`src/sv/cpsp_pkg.sv`:
```
// Shared types and codes for the configuration packet stream parser.
// No dependencies; imported by every module of the block.
package cpsp_pkg;

    // result kinds
    localparam logic [2:0] KIND_HEADER    = 3'd0;
    localparam logic [2:0] KIND_CLEAN_END = 3'd1;
    localparam logic [2:0] KIND_NO_SYNC   = 3'd2;
    localparam logic [2:0] KIND_UNKNOWN   = 3'd3;
    localparam logic [2:0] KIND_TRUNCATED = 3'd4;

    // packet header constants
    localparam logic [31:0] SYNC_PATTERN  = 32'hAA995566;
    localparam logic [23:0] SYNC_HEAD     = 24'hAA9955;
    localparam logic [7:0]  SYNC_TAIL     = 8'h66;
    localparam logic [2:0]  PKT_TYPE1     = 3'd1;
    localparam logic [2:0]  PKT_TYPE2     = 3'd2;
    localparam logic [1:0]  OP_WRITE      = 2'd2;
    localparam logic [1:0]  OP_NONE       = 2'd0;
    localparam logic [4:0]  REG_RESTART   = 5'b11110;

    // one result word
    typedef struct packed {
        logic [2:0]  kind;
        logic [31:0] word;
        logic [2:0]  pkind;
        logic [1:0]  op;
        logic [4:0]  reg_idx;
        logic        known;
        logic [26:0] words;
        logic [31:0] pos;
        logic [7:0]  stream;
    } cpsp_result_t;

    // what one input byte causes: an optional descriptor, an optional end
    typedef struct packed {
        logic         desc_valid;
        cpsp_result_t desc;
        logic         end_valid;
        logic [2:0]   end_kind;
        logic [7:0]   end_stream;
    } cpsp_entry_t;

endpackage

```
`src/sv/cpsp_front.sv`:
```
// Front end: takes file bytes, tracks sync/header/payload state, decodes headers.
// Depends on cpsp_pkg; pushes one entry per byte that yields results.
module cpsp_front
    import cpsp_pkg::*;
(
    input  logic        clk,
    input  logic        rst_n,
    input  logic        accept,
    input  logic [7:0]  data_byte,
    input  logic        first_byte,
    input  logic        last_byte,
    output logic        push,
    output cpsp_entry_t entry
);

    localparam logic [1:0] MODE_HUNT    = 2'd0;
    localparam logic [1:0] MODE_HEADER  = 2'd1;
    localparam logic [1:0] MODE_PAYLOAD = 2'd2;
    localparam logic [1:0] MODE_HALT    = 2'd3;

    logic [1:0]  mode_reg, mode_next, mode;
    logic [23:0] win_reg, win_next, win;
    logic [23:0] hdr_reg, hdr_next, hdr;
    logic [1:0]  phase_reg, phase_next, phase;
    logic [28:0] left_reg, left_next, left, left_dec;
    logic [4:0]  sel_reg_reg, sel_reg_next, sel_reg;
    logic        sel_known_reg, sel_known_next, sel_known;
    logic        sel_write_reg, sel_write_next, sel_write;
    logic [31:0] pos_reg, pos_next, pos;
    logic [31:0] hstart_reg, hstart_next, hstart;
    logic [7:0]  stream_reg, stream_next, stream;

    logic [31:0] word;
    logic [2:0]  pkind;
    logic [1:0]  d_op;
    logic [4:0]  d_reg;
    logic        d_known;
    logic [26:0] d_words;

    // a first byte restarts everything before it is parsed
    always_comb
    begin
        mode      = first_byte ? MODE_HUNT : mode_reg;
        win       = first_byte ? 24'd0 : win_reg;
        hdr       = first_byte ? 24'd0 : hdr_reg;
        phase     = first_byte ? 2'd0 : phase_reg;
        left      = first_byte ? 29'd0 : left_reg;
        sel_reg   = first_byte ? 5'd0 : sel_reg_reg;
        sel_known = first_byte ? 1'b0 : sel_known_reg;
        sel_write = first_byte ? 1'b0 : sel_write_reg;
        pos       = first_byte ? 32'd0 : pos_reg;
        hstart    = first_byte ? 32'd0 : hstart_reg;
        stream    = first_byte ? 8'd0 : stream_reg;
    end

    assign word     = {hdr, data_byte};
    assign pkind    = word[31:29];
    assign left_dec = (left != 29'd0) ? left - 29'd1 : left;

    // field decode of the assembled header
    always_comb
    begin
        if (pkind == PKT_TYPE1)
        begin
            d_op    = word[28:27];
            d_reg   = word[17:13];
            d_known = 1'b1;
            d_words = {16'd0, word[10:0]};
        end
        else
        begin
            d_op    = sel_write ? OP_WRITE : OP_NONE;
            d_known = sel_known;
            d_reg   = sel_known ? sel_reg : 5'd0;
            d_words = word[26:0];
        end
    end

    // byte-level state update
    always_comb
    begin
        mode_next      = mode;
        win_next       = win;
        hdr_next       = hdr;
        phase_next     = phase;
        left_next      = left;
        sel_reg_next   = sel_reg;
        sel_known_next = sel_known;
        sel_write_next = sel_write;
        pos_next       = pos + 32'd1;
        hstart_next    = hstart;
        stream_next    = stream;
        entry          = '0;

        unique case (mode)
            MODE_HUNT:
            begin
                win_next = {win[15:0], data_byte};
                if (win == SYNC_HEAD && data_byte == SYNC_TAIL)
                begin
                    mode_next      = MODE_HEADER;
                    phase_next     = 2'd0;
                    hdr_next       = 24'd0;
                    sel_reg_next   = 5'd0;
                    sel_known_next = 1'b0;
                    sel_write_next = 1'b0;
                end
            end
            MODE_HEADER:
            begin
                if (phase == 2'd0)
                    hstart_next = pos;
                if (phase != 2'd3)
                begin
                    hdr_next   = {hdr[15:0], data_byte};
                    phase_next = phase + 2'd1;
                end
                else
                begin
                    phase_next = 2'd0;
                    hdr_next   = 24'd0;
                    if (pkind == PKT_TYPE1 || pkind == PKT_TYPE2)
                    begin
                        if (pkind == PKT_TYPE1)
                        begin
                            sel_reg_next   = d_reg;
                            sel_known_next = 1'b1;
                            sel_write_next = (d_op == OP_WRITE);
                        end
                        entry.desc_valid   = 1'b1;
                        entry.desc.kind    = KIND_HEADER;
                        entry.desc.word    = word;
                        entry.desc.pkind   = pkind;
                        entry.desc.op      = d_op;
                        entry.desc.reg_idx = d_reg;
                        entry.desc.known   = d_known;
                        entry.desc.words   = d_words;
                        entry.desc.pos     = hstart;
                        entry.desc.stream  = stream;
                        // write with payload to the restart register: new sub-stream, hunt again
                        if (d_op == OP_WRITE && d_known && d_reg == REG_RESTART
                            && d_words != 27'd0)
                        begin
                            stream_next = stream + 8'd1;
                            mode_next   = MODE_HUNT;
                            win_next    = 24'd0;
                        end
                        else if (d_words != 27'd0)
                        begin
                            mode_next = MODE_PAYLOAD;
                            left_next = {d_words, 2'b00};
                        end
                    end
                    else if (word == SYNC_PATTERN)
                    begin
                        // sync in header position: silent new sub-stream
                        stream_next    = stream + 8'd1;
                        mode_next      = MODE_HEADER;
                        sel_reg_next   = 5'd0;
                        sel_known_next = 1'b0;
                        sel_write_next = 1'b0;
                    end
                    else
                    begin
                        entry.desc_valid  = 1'b1;
                        entry.desc.kind   = KIND_UNKNOWN;
                        entry.desc.word   = word;
                        entry.desc.pkind  = pkind;
                        entry.desc.pos    = hstart;
                        entry.desc.stream = stream;
                        mode_next         = MODE_HALT;
                    end
                end
            end
            MODE_PAYLOAD:
            begin
                left_next = left_dec;
                if (left_dec == 29'd0)
                    mode_next = MODE_HEADER;
            end
            MODE_HALT:
            begin
            end
            default:
            begin
            end
        endcase

        // end of file result
        if (last_byte && mode_next != MODE_HALT)
        begin
            entry.end_valid  = 1'b1;
            entry.end_stream = stream_next;
            unique case (mode_next)
                MODE_HUNT:    entry.end_kind = KIND_NO_SYNC;
                MODE_PAYLOAD: entry.end_kind = KIND_TRUNCATED;
                default:      entry.end_kind = KIND_CLEAN_END;
            endcase
            mode_next = MODE_HALT;
        end
    end

    assign push = accept && (entry.desc_valid || entry.end_valid);

    // state registers, advanced on each accepted word
    always_ff @(posedge clk or negedge rst_n)
    begin
        if (!rst_n)
        begin
            mode_reg      <= MODE_HUNT;
            win_reg       <= 24'd0;
            hdr_reg       <= 24'd0;
            phase_reg     <= 2'd0;
            left_reg      <= 29'd0;
            sel_reg_reg   <= 5'd0;
            sel_known_reg <= 1'b0;
            sel_write_reg <= 1'b0;
            pos_reg       <= 32'd0;
            hstart_reg    <= 32'd0;
            stream_reg    <= 8'd0;
        end
        else if (accept)
        begin
            mode_reg      <= mode_next;
            win_reg       <= win_next;
            hdr_reg       <= hdr_next;
            phase_reg     <= phase_next;
            left_reg      <= left_next;
            sel_reg_reg   <= sel_reg_next;
            sel_known_reg <= sel_known_next;
            sel_write_reg <= sel_write_next;
            pos_reg       <= pos_next;
            hstart_reg    <= hstart_next;
            stream_reg    <= stream_next;
        end
    end

    // payload countdown only runs while skipping a payload
    a_left_idle: assert property (@(posedge clk) disable iff (!rst_n)
        (mode_reg == MODE_PAYLOAD) |-> (left_reg != 29'd0))
        else $error("payload mode with no bytes left");

endmodule

```
`src/sv/cpsp_queue.sv`:
```
// Short FIFO of decoded entries between front and back end.
// Depends on cpsp_pkg for the entry type.
module cpsp_queue
    import cpsp_pkg::*;
#(
    parameter int DEPTH = 4
)
(
    input  logic        clk,
    input  logic        rst_n,
    input  logic        push,
    input  cpsp_entry_t push_entry,
    output logic        ready,
    input  logic        pop,
    output logic        head_valid,
    output cpsp_entry_t head_entry
);

    localparam int PW = (DEPTH > 1) ? $clog2(DEPTH) : 1;
    localparam int CW = $clog2(DEPTH + 1);
    localparam logic [PW-1:0] LAST_PTR = PW'(DEPTH - 1);
    localparam logic [CW-1:0] FULL_CNT = CW'(DEPTH);

    cpsp_entry_t   slot_reg [DEPTH];
    logic [PW-1:0] wr_ptr_reg, rd_ptr_reg;
    logic [CW-1:0] count_reg, count_next;

    assign ready      = (count_reg != FULL_CNT);
    assign head_valid = (count_reg != '0);
    assign head_entry = slot_reg[rd_ptr_reg];

    // entry storage
    always_ff @(posedge clk)
    begin
        if (push)
            slot_reg[wr_ptr_reg] <= push_entry;
    end

    always_comb
    begin
        count_next = count_reg;
        if (push && !pop)
            count_next = count_reg + CW'(1);
        else if (pop && !push)
            count_next = count_reg - CW'(1);
    end

    // pointers and fill count
    always_ff @(posedge clk or negedge rst_n)
    begin
        if (!rst_n)
        begin
            wr_ptr_reg <= '0;
            rd_ptr_reg <= '0;
            count_reg  <= '0;
        end
        else
        begin
            if (push)
                wr_ptr_reg <= (wr_ptr_reg == LAST_PTR) ? '0 : wr_ptr_reg + PW'(1);
            if (pop)
                rd_ptr_reg <= (rd_ptr_reg == LAST_PTR) ? '0 : rd_ptr_reg + PW'(1);
            count_reg <= count_next;
        end
    end

    a_no_overflow: assert property (@(posedge clk) disable iff (!rst_n)
        (push && !pop) |-> ready)
        else $error("push into full queue");

    a_no_underflow: assert property (@(posedge clk) disable iff (!rst_n)
        pop |-> head_valid)
        else $error("pop from empty queue");

endmodule

```
`src/sv/cpsp_back.sv`:
```
// Back end: turns each queued entry into one or two result words on the output.
// Depends on cpsp_pkg; reads the head of cpsp_queue.
module cpsp_back
    import cpsp_pkg::*;
(
    input  logic         clk,
    input  logic         rst_n,
    input  logic         head_valid,
    input  cpsp_entry_t  head_entry,
    output logic         pop,
    output logic         out_valid,
    input  logic         out_ready,
    output cpsp_result_t out_result,
    output logic         out_last
);

    logic desc_done_reg, desc_done_next;
    logic show_desc;
    logic fire;

    assign show_desc = head_entry.desc_valid && !desc_done_reg;
    assign out_valid = head_valid;
    assign fire      = out_valid && out_ready;
    assign pop       = fire && out_last;

    // pick descriptor first, end result second
    always_comb
    begin
        out_result = '0;
        if (show_desc)
        begin
            out_result = head_entry.desc;
            out_last   = !head_entry.end_valid;
        end
        else
        begin
            out_result.kind   = head_entry.end_kind;
            out_result.stream = head_entry.end_stream;
            out_last          = 1'b1;
        end
    end

    always_comb
    begin
        desc_done_next = desc_done_reg;
        if (fire)
            desc_done_next = !out_last;
    end

    always_ff @(posedge clk or negedge rst_n)
    begin
        if (!rst_n)
            desc_done_reg <= 1'b0;
        else
            desc_done_reg <= desc_done_next;
    end

    a_done_pair: assert property (@(posedge clk) disable iff (!rst_n)
        desc_done_reg |-> (head_valid && head_entry.desc_valid && head_entry.end_valid))
        else $error("descriptor marked sent without a pending end result");

    a_entry_nonempty: assert property (@(posedge clk) disable iff (!rst_n)
        head_valid |-> (head_entry.desc_valid || head_entry.end_valid))
        else $error("queued entry carries no result");

endmodule

```
`src/sv/config_packet_stream_parser.sv`:
```
// Top level of the configuration packet stream parser.
// Depends on cpsp_pkg, cpsp_front, cpsp_queue and cpsp_back.
//
//  channel | dir | words                 | accepted when
//  s_*     | in  | one file byte         | s_tvalid && s_tready
//  m_*     | out | one parser result     | m_tvalid && m_tready
//
// One byte is taken per cycle while s_tready is high; the state update is
// combinational. A byte with results is written into the queue and reaches m_*
// from the queue head; an end byte that also completes a header gives two words.
// s_tready drops only when the QUEUE_DEPTH-entry queue is full.
// Reset clears the parse state to hunting; no clearing pass is needed.
module config_packet_stream_parser
    import cpsp_pkg::*;
#(
    parameter int QUEUE_DEPTH = 4   // 2 to 16
)
(
    input  logic         clk,
    input  logic         rst_n,
    input  logic         s_tvalid,
    output logic         s_tready,
    input  logic [7:0]   s_tdata,   // [7:0] data_byte
    input  logic [0:0]   s_tuser,   // [0] first_byte
    input  logic         s_tlast,   // last_byte
    output logic         m_tvalid,
    input  logic         m_tready,
    // [31:0] header_word, [34:32] packet_kind, [36:35] access_op,
    // [41:37] target_register, [42] register_known, [69:43] payload_words,
    // [101:70] header_position, [109:102] substream_number, [111:110] zero
    output logic [111:0] m_tdata,
    output logic [2:0]   m_tuser,   // [2:0] result_kind
    output logic         m_tlast    // run_end
);

    logic         accept;
    logic         push;
    cpsp_entry_t  push_entry;
    logic         pop;
    logic         head_valid;
    cpsp_entry_t  head_entry;
    cpsp_result_t res;

    assign accept = s_tvalid && s_tready;

    cpsp_front u_front (
        .clk        (clk),
        .rst_n      (rst_n),
        .accept     (accept),
        .data_byte  (s_tdata),
        .first_byte (s_tuser[0]),
        .last_byte  (s_tlast),
        .push       (push),
        .entry      (push_entry)
    );

    cpsp_queue #(
        .DEPTH (QUEUE_DEPTH)
    ) u_queue (
        .clk        (clk),
        .rst_n      (rst_n),
        .push       (push),
        .push_entry (push_entry),
        .ready      (s_tready),
        .pop        (pop),
        .head_valid (head_valid),
        .head_entry (head_entry)
    );

    cpsp_back u_back (
        .clk        (clk),
        .rst_n      (rst_n),
        .head_valid (head_valid),
        .head_entry (head_entry),
        .pop        (pop),
        .out_valid  (m_tvalid),
        .out_ready  (m_tready),
        .out_result (res),
        .out_last   (m_tlast)
    );

    // output word packing
    assign m_tuser = res.kind;
    assign m_tdata = {2'b00, res.stream, res.pos, res.words, res.known,
                      res.reg_idx, res.op, res.pkind, res.word};

endmodule

```
`config.mk`:
```
export PLATFORM = sky130hd
export DESIGN_NAME = config_packet_stream_parser
export DESIGN_NICKNAME = d
export VERILOG_FILES = /design/src/sv/cpsp_pkg.sv /design/src/sv/cpsp_front.sv /design/src/sv/cpsp_queue.sv /design/src/sv/cpsp_back.sv /design/src/sv/config_packet_stream_parser.sv
export SDC_FILE = /design/constraint.sdc
export NUM_CORES = 1
export LEC_CHECK = 0
export BUFFER_PORTS_ARGS = -buffer_cell sky130_fd_sc_hd__buf_2
export CAP_MARGIN = 15
export CORE_MARGIN = 4
export CORE_UTILIZATION = 45
export DETAILED_ROUTE_END_ITERATION = 16
export PLACE_DENSITY_LB_ADDON = 0.25
export SLEW_MARGIN = 0
export SYNTH_ARGS = -nofsm -noshare
export SYNTH_HDL_FRONTEND = slang
export SYNTH_SLANG_ARGS = --single-unit
```
`constraint.sdc`:
```
create_clock -name clk -period 8.23 [get_ports clk]
set_clock_uncertainty 0.05 [all_clocks]
set_input_delay 1.646 -clock clk [delete_from_list [all_inputs] [get_ports clk]]
set_output_delay 1.646 -clock clk [all_outputs]
set_load 0.005 [all_outputs]
```
# After elaboration in Yosys (flattened, before gate mapping)
# Memories as Yosys holds them, arrays and structs flattened.
# Cells that the tools add are included.
op_classes:
  addsub: 8
  n_eq_ne: 15
  muxes: 85
  n_reduce_logical: 27
ops:
  columns: ["cell", "n"]
  rows:
  - ["$mux 114", 2]
  - ["$mux 29", 6]
  - ["$mux 24", 7]
  - ["$mux 32", 4]
  - ["$mux 102", 1]
  - ["$pmux 24 s2", 2]
  - ["$mux 40", 2]
  - ["$mux 39", 2]
  - ["$pmux 29 s2", 1]
  - ["$mux 8", 7]
  - ["$mux 5", 8]
  - ["$mux 35", 1]
  - ["$add 32x1->32 const B", 1]
  - ["$eq 32x32->1 const B", 1]
  - ["$mux 2", 16]
  - ["$logic_not 29->1", 1]
  - ["$reduce_bool 29->1", 1]
  - ["$sub 29x1->29 const B", 1]
  - ["$mux 27", 1]
  - ["$reduce_bool 27->1", 1]
  - ["$eq 24x24->1 const B", 1]
  - ["$mux 1", 15]
  - ["$logic_and 1x1->1", 12]
  - ["$mux 12", 1]
  - ["other kinds (23)", 40]
totals:
  register_bits: 168
  ramBits: 504
  in_bits: 14
  out_inout_bits: 118
  wordCells: 151
  n_memories: 1
mem_list:
  columns: ["memory", "depth", "width", "rd", "rd_ports_with_merged_regs", "write_ports", "line_no", "text"]
  rows:
  - ["u_queue.slot_reg", 4, 126, 1, 0, 1, "cpsp_queue.sv:24", "cpsp_entry_t slot_reg [DEPTH];"]

# Depth between registers and ports, before layout
# Gate-level depths: netlist of the first run.
depth:
  ltp_word: 20
  mapped_depth: 29

# Cells and area by module
# Synthesis of the first run repeated with hierarchy kept, for this count alone.
unflattened:
  hier_cells: 2056
  area_unflattened_um2: 30076.3
modules_own_cells:
  columns: ["mod", "instances", "cells_per_inst", "area_each_um2", "seq_area_each_um2"]
  rows:
  - ["cpsp_queue", 1, 696, 18702.9, 15309.7]
  - ["cpsp_front", 1, 1222, 10367.4, 4003.8]
  - ["cpsp_back", 1, 134, 980.9, 25.0]
  - ["config_packet_stream_parser", 1, 4, 25.0, 0.0]

# Least setup slack after synthesis of the first run
# Ideal clock, no wire load.
synth_timing:
  path_type: "input to register"
  from: "input port s_tuser"
  to: "memory u_queue.slot_reg[0][0] (netlist bit), enable pin"
  t_arrival_ps: 7669
  t_required_ps: 7705
  setup_slack_ps: 35
  path_stages: 22
  path_buffers: 9
  path_cell_list: "clkbuf_1 inv_1 clkbuf_1 clkbuf_1 clkbuf_1 buf_1 clkbuf_1 nand2_1 inv_1 ha_1 clkbuf_1 inv_1 nor2_1 nand2_1 buf_2 nor2_1 o311ai_0 nor3_1 a21oi_2 and2_1 buf_4 o211a_1"
synth_lines:
  columns: ["item", "line_no", "text"]
  rows:
  - ["start, declared", "config_packet_stream_parser.sv:24", "input logic [0:0] s_tuser,"]
  - ["end, declared", "cpsp_queue.sv:24", null]

# Final worst setup path of the first run
layout_timing:
  from: "input port s_tuser"
  to: "memory u_queue.slot_reg[0][44] (netlist bit), enable pin"
layout_via:
  elab_chain_cells: 18
  word_cells_on_any_way: 53
  classes_between: "add/sub: 1; eq/ne: 10; mux: 30; reduce/logical: 12"
layout_lines:
  columns: ["item", "line_no", "text"]
  rows:
  - ["parallel branches: the longest is 14 deep, another holds $sub 29x1->29", null, null]
  - ["$logic_or 1x1->1 (*)", "cpsp_front.sv:203", "assign push = accept && (entry.desc_valid || entry.end_valid);"]
  - ["$logic_and 1x1->1 (*)", "cpsp_front.sv:203", null]
  - ["$mux 1 (*)", "cpsp_queue.sv:35", "if (push)"]
  - ["$mux 1 (not written as such) (*)", "cpsp_queue.sv:36", "slot_reg[wr_ptr_reg] <= push_entry;"]
# Every way passes the cells marked *.

==> impl_metrics.ini, run 1 <==
[sta]
setup_violations = 0
tightest_slew_ps = 1062
timing.setup.tns_ps = 0
min_period_ps = 7036
post-route-period-util_pct = 85.49
slew_headroom_pct = 29.20
drv_slew = 0
clock.fmax_mhz = 142.1
worst_hold_slack_ps = 444.2
finalHoldViolations = 0
rsz0062_at_grt = false

[drt]
ant_nets = 0
wl_um = 73040
wire_per_inst_um = 23.06
via_per_inst = 5.942
vias = 18825
drcViolationCount = 0
dr.pass1.iters = 6
drt_iter0_drc = 1639

[global_routing]
first_global_vias = 19166
grt_start_max_net_pins = 101
grt_first_pass_wirelength_um = 114800
grt-ovfl-total = 0
antenna_found_initial = 0
track_usage_pct = 20.90

[finish]
final_layout_size_suffix_gt1_share_pct = 18.59
syn_to_final_growth_pct = 12.76
multi_input_area_um2 = 9975
fin_nets = 2289
post-route-cell-area_um2 = 33130
fillCellCount = 5421
largest_reg_flops = 484
final_common_cell = edfxtp_1
layout_common_cells = edfxtp_1 (484), nand2_1 (221), dfrtp_1 (166)
n_antenna_cell = 0
final-seq-area_um2 = 18750

[clock_tree]
clockRootBuffer = clkbuf_16
cts.sink_count = 652
cts_tree = done
cts_setup_buffers = 0
cts_buffers = 69
ctsHtreeMaxLevel = 3
worstSkewPairLatency_ps = 620
cts_resized = 0
clockBufferDepth = 3
cts.hold.buffers_added = 0
path_clk_slew_ps = 60

[hold_path]
hp-class = reg -> reg

[job]
cap_violations = 0

[critical_path]
worst_ep_required_time_ps = 8440
crit_arrival_ps = 7240
path_class = in -> reg
cp-end-kind = flip-flop
cp_max_fo = 61
startpoint_type = input port
ff2ff_setup_slack_ps = 2140

[floorplanning]
dieArea_um2 = 69430
die_y_um = 263.5
die_x_um = 263.5
fp-row-count = 93
start_util_pct = 45.49
core_um2 = 64580
ios = 132

[run_status]
status = completed

[pwr]
finalPower_mw = 11.24
leakagePower_nw = 12.01
vdd_ir_drop_max_mv = 0.2348
power_density_nw_per_um2 = 339.2

[synthesis]
ys_seq_elements = 652
synth_enable_flop_cells = 484
synth.avg_cell_area_um2 = 13.54
synth_area_um2 = 29380
async_flop_share_pct = 25.77
synth.distinct_cells = 80
synthFlopType = edfxtp_1
yosysWarnings = 0
ys_seq_area_share_pct = 63.78
synth_cells = 2169

[place]
hpwl_um = 46840
placed_area_um2 = 30940
numPortBuffers = 129
gp_congestion = 0.9220
-- synthesized netlist by cell type (5+ instances only) --
library cell	number	share of area [%]
edfxtp_1	484	49
nand2_1	222	2.8
dfrtp_1	168	14
o21ai_0	151	2.6
nor2_1	123	1.6
nor2b_1	122	2.6
mux4_2	121	9.3
clkbuf_1	118	1.5
a21oi_1	93	1.6
and3_1	75	1.6
a22oi_1	42	1.1
nor3_1	34	0.58
a22o_1	33	0.98
nand3_1	30	0.51
inv_1	29	0.37
xor2_1	18	0.54
ha_1	17	0.72
buf_1	16	0.20
nor4_1	16	0.34
or3_1	16	0.34
xnor2_1	16	0.48
nand4_1	15	0.32
mux2i_1	12	0.41
and2_1	11	0.23
mux2_2	11	0.42
o22ai_1	10	0.21
or4_1	10	0.26
a31oi_1	9	0.19
o31ai_1	9	0.23
buf_2	8	0.14
o22a_1	7	0.21
and4_1	6	0.18
buf_4	6	0.15
nand2b_1	6	0.13
o211ai_1	6	0.15
a211oi_1	5	0.13
a221oi_1	5	0.15
a32oi_1	5	0.15
and4b_1	5	0.17
-- area by class of cell --
cell class	instances	share of cell area, %
well taps	855	3.229
repair buffers	166	3.214
flip-flops and latches	652	56.59
clock buffers	90	5.571
multi-input cells	1337	30.11
clock inverters	37	0.9292
inverters	31	0.3551
-- path summary, 6_finish.rpt --
check                                            start                      end  depth (start not counted)
worst max-delay path                           s_tuser  u_queue.slot_reg[0][44]                         15
worst min-delay path            u_front.sel_reg_reg[3]   u_front.sel_reg_reg[3]                          1
worst max register to register     u_front.left_reg[0]  u_queue.slot_reg[0][44]                         13
worst min register to register  u_front.sel_reg_reg[3]   u_front.sel_reg_reg[3]                          1
max in group asynchronous                        rst_n    u_queue.rd_ptr_reg[0]                          2
min in group asynchronous                        rst_n      u_front.win_reg[23]                          1
-- per-stage QoR --
stage | setup slack, ps | instances | util (%)
3_3_place_gp | 660.4 | 3040 | 47.92
4_1_cts | 1243 | 3167 | 51.25
5_1_grt | 767.2 | 3168 | 51.29
3_5_place_dp | 602.8 | 3040 | 47.92
2_1_floorplan | 35.08 | 2170 | -
6_report | 1194 | 3168 | 51.29
-- metal layers --
metal  share of wire, %  vias up  track usage [%]
met2                 48      599            33.57
met4                2.0        0            5.612
met5                  0        -                0
li1                   -     8441                -
met3                5.6       87            3.084
met1                 45     9698            30.17
-- where the power goes --
part           switching, mW  total, mW  internal, mW
registers              0.486       4.46          3.97
logic                   2.16       3.83          1.67
clock network           1.26       2.95          1.69
-- critical path: stages --
cell	delay [ps]
buf_4	280
clkinv_2	100
nand2_1	180
ha_1	360
nor2b_1	420
a32o_1	310
o21ai_0	400
o311a_1	490
or3_1	360
nor4_1	420
nand4b_1	290
o31ai_4	440
and2_1	570
o211a_4	540
buf_12	400
-- cell families (layout without fill, tap and decap cells) --
family | Yosys count | after routing | share of synthesized area [%]
compound gates | 414 | 414 | 8.948
xor+xnor | 34 | 34 | 1.014
fa+ha+maj | 18 | 18 | 0.7922
buf+inv | 181 | 324 | 2.453
flops | 652 | 652 | 63.78
mux | 144 | 144 | 10.11
other cells | 1 | 2 | 0.01277
simple gates | 725 | 725 | 12.89
Note: power is estimated with default switching activity, not from simulation.
==> inputs of run 2 (changes only) <==
--- a/config.mk
+++ b/config.mk
@@ -7,7 +7,7 @@
 export LEC_CHECK = 0
 export BUFFER_PORTS_ARGS = -buffer_cell sky130_fd_sc_hd__buf_2
 export CAP_MARGIN = 15
-export CORE_MARGIN = 4
+export CORE_MARGIN = 3
 export CORE_UTILIZATION = 45
 export DETAILED_ROUTE_END_ITERATION = 16
 export PLACE_DENSITY_LB_ADDON = 0.25
==> impl_metrics.ini, run 2 (synthesis gave the netlist of run 1 again) <==
[critical_path]
crit_arrival_ps = 7360
critPathLaunch = s_tuser
ff2ff_setup_slack_ps = 2030
critPathSlowestCell = o211a_4
cp-end-kind = flip-flop
r2r_end = u_queue.slot_reg[2][28]
cpMostUsedCell = buf_4
reg2regPathDepth = 14
path_cells = buf_4, clkinv_2, nand2_1, ha_1, nor2b_1, a32o_1, o21ai_0, o311a_1, or3_1, nor4_1, nand4b_1, o31ai_4, and2_1, buf_4, o211a_4, buf_4
rr_startpoint = u_front.left_reg[0]
cp_max_fo = 67
path_delay_family = compound AO/OA/AOI/OAI gates
critPathBufInv = 4
startpoint_type = input port
path_class = in -> reg
max_stage_delay_ps = 880
worst_ep_required_time_ps = 8410

[sta]
rsz0062_at_grt = false
drv_slew = 0
finalHoldViolations = 0
clock.fmax_mhz = 139.3
setup_violations = 0
tightest_slew_ps = 1141
timing.setup.tns_ps = 0
post-route-period-util_pct = 87.20
slew_headroom_pct = 23.94
min_period_ps = 7176

[drt]
drt_iter0_drc = 1647
wl_met1_um = 32290
wl_met3_um = 4395
ant_nets = 0
top_layer = met4
wl_met2_um = 34710
via_per_inst = 5.936
wire_per_inst_um = 23.07
dr.pass1.iters = 5
drcViolationCount = 0
wl_um = 73020
vias = 18789

[finish]
fillCellCount = 5460
multi_input_area_um2 = 9973
n_antenna_cell = 0
largest_reg_flops = 484
post-route-cell-area_um2 = 33050
fin_nets = 2287
final-seq-area_um2 = 18750
syn_to_final_growth_pct = 12.50
layout_common_cells = edfxtp_1 (484), nand2_1 (221), dfrtp_1 (166)
final_layout_size_suffix_gt1_share_pct = 18.44
final_common_cell = edfxtp_1

[pwr]
leakagePower_nw = 11.99
vdd_ir_drop_max_mv = 0.1498
power_density_nw_per_um2 = 340.0

[global_routing]
track_usage_pct = 21.46
grt_start_max_net_pins = 122
antenna_found_initial = 0
grt_first_pass_wirelength_um = 113000
grt-ovfl-total = 0
first_global_vias = 18898

[clock_tree]
cts_tree = done
path_clk_slew_ps = 60
clockRootBuffer = clkbuf_16
cts_resized = 0
cts_setup_buffers = 0
cts.hold.buffers_added = 0
ctsHtreeMaxLevel = 3
worstSkewPairLatency_ps = 610
clockBufferDepth = 3
cts_buffers = 69
cts.sink_count = 652

[place]
gp_congestion = 0.9353
hpwl_um = 46390
placed_area_um2 = 30860
numPortBuffers = 129

[hold_path]
min_delay_worst_endpoint = u_front.stream_reg[0]
hp-class = reg -> reg
min_path_cells = 2
holdCritStartpoint = u_front.stream_reg[0]

[floorplanning]
dieArea_um2 = 68380
core_um2 = 64460
die_y_um = 261.5
ios = 132
start_util_pct = 45.57
die_x_um = 261.5
fp-row-count = 93

[job]
cap_violations = 0

[run_status]
status = completed
==> run 2: cell types whose count changed in the layout (fill, tap and decap cells not counted), moves of 2 or more <==
cell,before,now
buf_12,9,3
buf_4,28,33
clkbuf_1,17,19
clkbuf_16,69,71
clkinv_2,13,10
inv_16,0,2
inv_6,4,2
==> run 2: how the worst max path moves through the flow <==
stage	slack [ps]	cells after the start	to
2_1_floorplan	40	22	u_queue.slot_reg[0][0]
3_3_place_gp	530	16	u_queue.slot_reg[2][28]
3_5_place_dp	470	16	u_queue.slot_reg[2][28]
4_1_cts	1080	16	u_queue.slot_reg[2][28]
5_1_grt	610	16	u_queue.slot_reg[1][27]
6_report	1050	16	u_queue.slot_reg[2][28]
==> run 2: area by class of cell <==
cell class                 count  area share (%)
multi-input combinational   1337           30.18
timing repair buffer         164           2.889
clock inverter                33          0.9086
inverter                      31          0.3559
sequential                   652           56.72
clock buffer                  93           5.716
tap                          855           3.237
==> run 2: worst min-delay path: stages (launching register included) <==
cell and delay (ps):
dfrtp_1 360, nand2_1 50, nand2_1 60
==> run 2: metrics by stage <==
| stage | utilization (%) | power (mW) | setup slack (ps) | instances | hold WS, ps |
|---|---|---|---|---|---|
| after floorplan | - | 6.986 | 35.08 | 2170 | 391.3 |
| after global placement | 47.87 | 8.310 | 534.3 | 3039 | 424.6 |
| after detailed placement | 47.87 | 8.350 | 474.1 | 3039 | 433.3 |
| after CTS | 51.27 | 11.35 | 1083 | 3165 | 448.7 |
| after global routing | 51.27 | 11.87 | 613.6 | 3165 | 463.0 |
| final | 51.27 | 11.24 | 1054 | 3165 | 448.6 |
==> run 2: routing by layer <==
layer / vias to the layer above / GRT usage, %
li1: 8443 / -
met1: 9606 / 30.83
met2: 621 / 33.80
met3: 119 / 3.472
met4: 0 / 6.729
met5: - / 0
==> run 2: report_power, final <==
group          leakage, nW  internal, mW  switching [mW]  total, mW
Clock                 1.07          1.72            1.26       2.98
Combinational         4.16          1.64            2.15       3.79
Sequential            6.76          3.97           0.497       4.47
Total                 12.0          7.33            3.90       11.2
